$ cat config.mk
export PLATFORM = sky130hd
export DESIGN_NAME = cau_div_stage
export DESIGN_NICKNAME = d
export VERILOG_FILES = /design/src/hw/rtl/cau_pkg.sv /design/src/hw/rtl/cau_div_stage.sv
export SDC_FILE = /design/constraint.sdc
export NUM_CORES = 1
export LEC_CHECK = 0
export BUFFER_PORTS_ARGS = -buffer_cell sky130_fd_sc_hd__buf_2
export CAP_MARGIN = 20
export CORE_AREA = 4 4 180 182
export DETAILED_ROUTE_END_ITERATION = 16
export DIE_AREA = 0 0 184 186
export GPL_ROUTABILITY_DRIVEN = 0
export GPL_TIMING_DRIVEN = 0
export PLACE_DENSITY_LB_ADDON = 0.05
export SYNTH_ARGS = -nofsm -noshare
export SYNTH_HDL_FRONTEND = slang
export SYNTH_SLANG_ARGS = --single-unit
export TNS_END_PERCENT = 1
$ cat constraint.sdc
create_clock -name aclk -period 5.55 [get_ports aclk]
set_input_delay 0.8325 -clock aclk [delete_from_list [all_inputs] [get_ports aclk]]
set_output_delay 0.8325 -clock aclk [all_outputs]
set_load 0.02 [all_outputs]
$ cat src/hw/rtl/cau_pkg.sv
`timescale 1ns / 1ps
`default_nettype none

package cau_pkg;

    localparam int unsigned CAU_FRAC_BITS = 8;

    localparam int unsigned OP_W  = 16;
    localparam int unsigned PROD_W = 2 * OP_W;
    localparam int unsigned PW    = PROD_W + 2;
    localparam int unsigned DEN_W = PROD_W;
    localparam int unsigned QW    = OP_W;
    // wide enough for the scaled numerator with FRAC_BITS up to QW and for den << QW
    localparam int unsigned REM_W = DEN_W + QW;

    localparam int unsigned S_TDATA_W = 72;
    localparam int unsigned M_TDATA_W = 40;

    typedef enum logic [1:0] {
        CMD_ADD = 2'd0,
        CMD_SUB = 2'd1,
        CMD_MUL = 2'd2,
        CMD_DIV = 2'd3
    } cau_cmd_t;

    typedef enum logic [1:0] {
        ST_OK       = 2'd0,
        ST_SAT      = 2'd1,
        ST_DIV_ZERO = 2'd2
    } cau_status_t;

    typedef struct packed {
        cau_cmd_t                cmd;
        logic signed [PW-1:0]    pre_re;
        logic signed [PW-1:0]    pre_im;
        logic                    dz;
        logic                    ovf_re;
        logic                    ovf_im;
        logic                    neg_re;
        logic                    neg_im;
        logic [REM_W-1:0]        rem_re;
        logic [REM_W-1:0]        rem_im;
        logic [QW-1:0]           q_re;
        logic [QW-1:0]           q_im;
        logic [DEN_W-1:0]        den;
    } cau_div_t;

    typedef struct packed {
        logic [OP_W-1:0] value;
        logic            sat;
    } cau_clamp_t;

    function automatic cau_clamp_t clamp16(input logic signed [PW-1:0] v);
        cau_clamp_t r;
        logic signed [PW-1:0] hi;
        logic signed [PW-1:0] lo;
        hi = PW'($signed({1'b0, {(OP_W-1){1'b1}}}));
        lo = PW'($signed({1'b1, {(OP_W-1){1'b0}}}));
        if (v > hi) begin
            r.value = hi[OP_W-1:0];
            r.sat   = 1'b1;
        end else if (v < lo) begin
            r.value = lo[OP_W-1:0];
            r.sat   = 1'b1;
        end else begin
            r.value = v[OP_W-1:0];
            r.sat   = 1'b0;
        end
        return r;
    endfunction

endpackage

`default_nettype wire

$ cat src/hw/rtl/cau_div_stage.sv
`timescale 1ns / 1ps
`default_nettype none

module cau_div_stage #(
    parameter int unsigned SHIFT = 0
) (
    input  wire logic             aclk,
    input  wire logic             aresetn,
    input  wire logic             en,
    input  wire logic             in_valid,
    input  wire cau_pkg::cau_div_t in_data,
    output logic                  out_valid,
    output cau_pkg::cau_div_t     out_data
);
    import cau_pkg::*;

    logic             valid_reg;
    cau_div_t         data_reg;
    cau_div_t         data_next;
    logic [REM_W-1:0] trial;

    // one restoring step per part, quotient bit SHIFT
    always_comb begin
        trial     = REM_W'(in_data.den) << SHIFT;
        data_next = in_data;
        if (in_data.rem_re >= trial) begin
            data_next.rem_re      = in_data.rem_re - trial;
            data_next.q_re[SHIFT] = 1'b1;
        end
        if (in_data.rem_im >= trial) begin
            data_next.rem_im      = in_data.rem_im - trial;
            data_next.q_im[SHIFT] = 1'b1;
        end
    end

    always_ff @(posedge aclk) begin
        if (!aresetn) begin
            valid_reg <= 1'b0;
        end else if (en) begin
            valid_reg <= in_valid;
        end
    end

    always_ff @(posedge aclk) begin
        if (en) begin
            data_reg <= data_next;
        end
    end

    assign out_valid = valid_reg;
    assign out_data  = data_reg;

endmodule

`default_nettype wire

Word-level counts from Yosys, hierarchy flattened --
Cells that the tools add are included.
Word-level totals: word-level logic and storage cells 22, output and inout bits 236, input bits 239, register bits after elaboration 236
Operators by class: $lt $le $gt $ge 2, mux-type cells 2, add/subtract/negate cells 2
Operators by type and width (number):
- $ge 48x32->1 | 2
- $mux 48 | 2
- $sub 48x32->48 | 2

Logic depth before layout (Yosys ltp) --
word-level depth 2, gate-level depth with buffers 14, depth with buffers taken out 13

Worst setup path before layout --
Ideal clock, no wire load.
path type in2reg, start point in in_data[112] (netlist bit), end point reg data_reg (netlist bit out_data[127]) (data pin), setup time 262 ps, cell stages on the path 12, data required time 5288 ps, arrival 3123 ps, buffers on the path 1, slack 2165 ps, cells stage by stage inv_1 ha_1 fa_1 nand2b_1 a21oi_1 o21ai_1 a21oi_2 o21a_1 nor2_1 o21ai_4 buf_2 mux2_1
RTL lines:
- start, declared | RTL line cau_div_stage.sv:11 | input wire cau_pkg::cau_div_t in_data,
- end signal, assigned | RTL line cau_div_stage.sv:46 | data_reg <= data_next;
- end, declared | RTL line cau_div_stage.sv:18 | cau_div_t data_reg;

==> flow_summary.yaml <==
cts:
  cts_tree: "yes"
  numCtsBuffers: 27
  cts_htree_levels: 1
  clk_pin_slew_ns: 0.07
  cts_sinks: 236
  post_cts_buffers: 0
  cts-root-buf: "clkbuf_16"
  clk-insertion-delay-late_ns: 0.53
  clockBufferDepth: 3
  cts_resized: 0
  cts_hold_buf: 0
finish:
  areaGrowthSynthToFinish_pct: 31.27
  post-route-cell-area_sq_um: 15790
  utilization_pct: 51.62
  fin_nets: 1821
  drive_gt1_share_pct: 36.18
critical_path:
  worst-path-max-fanout: 10
  cpMostUsedCell: "buf_2"
  worstSetupPathType: "in -> reg"
  max_stage_delay_ns: 0.39
  worst_setup_path_end_kind: "flop"
  critPathTopFamily: "compound AO/OA/AOI/OAI gates"
  path_buf_inv: 3
  path_cells: "buf_2, ha_1, fa_1, nand2b_1, a21oi_1, o21ai_1, a21oi_2, o21a_1, nor2_1, o21ai_4, buf_2, buf_2, a21oi_1"
  start_kind: "input port"
  crit_slowest_cell: "fa_1"
  worstPathRequired_ns: 5.82
  crit_arrival_ns: 3.94
power:
  comb_power_share_pct: 22.3
  peakVddDrop_mv: 0.2271
  power.density_nw_per_um2: 322.1
  pwr-share-clk_pct: 33.9
  power_leakage_nw: 6.725
  internal-power_mw: 3.609
  swShare_pct: 29.03
  pwr-share-seq_pct: 43.8
  p_sw_mw: 1.476
sta:
  tightest_slew_ns: 0.9221
  setup_viol: 0
  rsz0062_at_grt: "false"
  hold_ws_ns: 0.4713
  max_freq_mhz: 273.1
  drv_slew: 0
  slew_headroom_pct: 38.52
  tns_ns: 0
  fin_ws_ns: 1.888
  fin_crit_sh_pct: 65.99
  skew_ns: 0
  hold_viol_final: 0
  period_needed_ns: 3.662
worst_hold_path:
  hp-class: "in -> reg"
die:
  coreArea_sq_um: 30590
  die_x_um: 184
  num_rows: 64
  initial_core_util_pct: 39.32
  die_h_um: 186
  die_area_sq_um: 34220
  io_pins: 475
detailed_routing:
  wirelength_um: 39960
  wl_met3_um: 4044
  ant_nets: 0
  wl_per_cell_um: 20.63
  highest_layer: "met5"
  vias: 9759
  wl_met2_um: 19970
  first_pass_iters: 5
  routed_via_density: 5.038
  initialDrtViolationCount: 503
  wl_met1_um: 14670
  drc: 0
grt:
  gr-total-overflow: 0
  track_usage_pct: 22.03
  grt_pass1_wl_um: 57650
  antenna_found_initial: 17
  grt_max_degree: 125
  grt_pass1_vias: 9594
logic_synthesis:
  syn_nets: 1318
  synthArstFlopShare_pct: 0
  synth.distinct_cells: 72
  yosysWarnings: 0
  synth-main-ff-cell: "edfxtp_1"
  ys_seq_area_share_pct: 58.83
  avgSynthCellArea_sq_um: 11.87
  netlist_area_sq_um: 12030
  synth_cells: 1013
  synth-seq-cells: 236
  synth_edf_count: 235
placement:
  hpwl_um: 32260
  place_ws_ns: 1.291
  place_area_sq_um: 14930
  io_buffers: 473
outcome:
  status: "complete, no violations"
job:
  drv_cap: 0
layout by cell type, fill, tap and decap left out, drive strengths merged, types with 4 or more instances in the layout:
| cell | count |
|---|---|
| and2 | 5 |
| or4 | 8 |
| nor2 | 80 |
| ha | 64 |
| nand3 | 20 |
| diode | 7 |
| or2 | 4 |
| edfxtp | 235 |
| nor2b | 10 |
| nor3 | 19 |
| clkbuf | 43 |
| o211ai | 13 |
| xnor2 | 40 |
| nand2 | 99 |
| nand2b | 16 |
| buf | 486 |
| inv | 49 |
| o21ai | 73 |
| nor4 | 12 |
| a21o | 17 |
| mux2 | 6 |
| clkinv | 10 |
| a31oi | 7 |
| a21oi | 105 |
| xor2 | 50 |
| nand4 | 13 |
| and3 | 4 |
sequential cells by signal (all words and copies together), names as in the netlist:
name,flops
out_valid,1
out_data,235
cell families after synthesis:
family                     count (synthesis)  synth area share, %
AOI/OAI and AO/OA                        243                12.21
xor gates and xnor gates                  90                6.553
and+or+nand+nor                          299                12.41
buffers and inverters                     72                2.361
DFF                                      236                58.83
muxes                                      7               0.6449
adders and majority gates                 66                6.990
cell usage after synthesis, types with 3 or more instances:
cell      count  share of area [%]
or4_1         7               0.44
nor4_2        5               0.52
nor4_1        7               0.36
edfxtp_1    235                 59
buf_2         8               0.33
o211ai_1     11               0.69
nand2b_1     16               0.83
nor2b_1      10               0.52
a21oi_2       5               0.36
ha_1         64                6.7
nand3_1      20               0.83
nor3_2        5               0.42
a21boi_0      3               0.19
nand2_1      98                3.1
xnor2_1      40                2.9
nand4_1      13               0.68
clkbuf_1     11               0.34
a31oi_1       5               0.26
a21oi_1     100                4.2
o21ai_1      19               0.79
o21ai_0      51                2.1
and3_1        4               0.21
inv_1        48                1.5
and2_1        5               0.26
nor2_1       79                2.5
mux2_2        4               0.37
a21o_1       17                1.1
buf_1         3              0.094
xor2_1       50                3.6
nor3_1       13               0.54
power by group through the flow:
stage	logic [mW]	registers [mW]	clock network, mW
after global routing	1.23	2.25	1.85
after CTS	1.14	2.23	1.77
after floorplan	0.423	2.52	0
after global placement	1.13	2.27	0
final	1.13	2.23	1.73
after detailed placement	1.14	2.26	0
final timing paths:
path	slack (ns)	start	cells past startpoint	end
max	1.89	in_data[0]	13	out_data[124]
min	0.47	in_data[41]	1	out_data[41]
min reg2reg	0.51	out_valid	2	out_valid
max reg2reg	4.97	out_valid	2	out_valid
layout make-up:
type	instances	area [sq um]
well taps	396	495.5
clock inverters	15	148.9
clock buffers	32	694.4
diodes	7	17.52
fillers	2849	14800
flip-flops and latches	236	7077
inverters	49	183.9
multi-input cells	705	4668
plain buffers	23	100.1
repair buffers	474	2405
per-layer routing:
metal,track usage (%),vias to the layer above
met3,7.798,83
met1,25.35,4519
li1,-,4770
met2,38.77,369
met5,0,-
met4,6.537,18
through the flow:
step	cells	total power, mW
after floorplan	1013	2.940
after global placement	1882	3.407
after detailed placement	1883	3.403
after CTS	1930	5.148
after global routing	1933	5.332
final	1937	5.086
No activity file was read; power rests on OpenSTA's default activity.
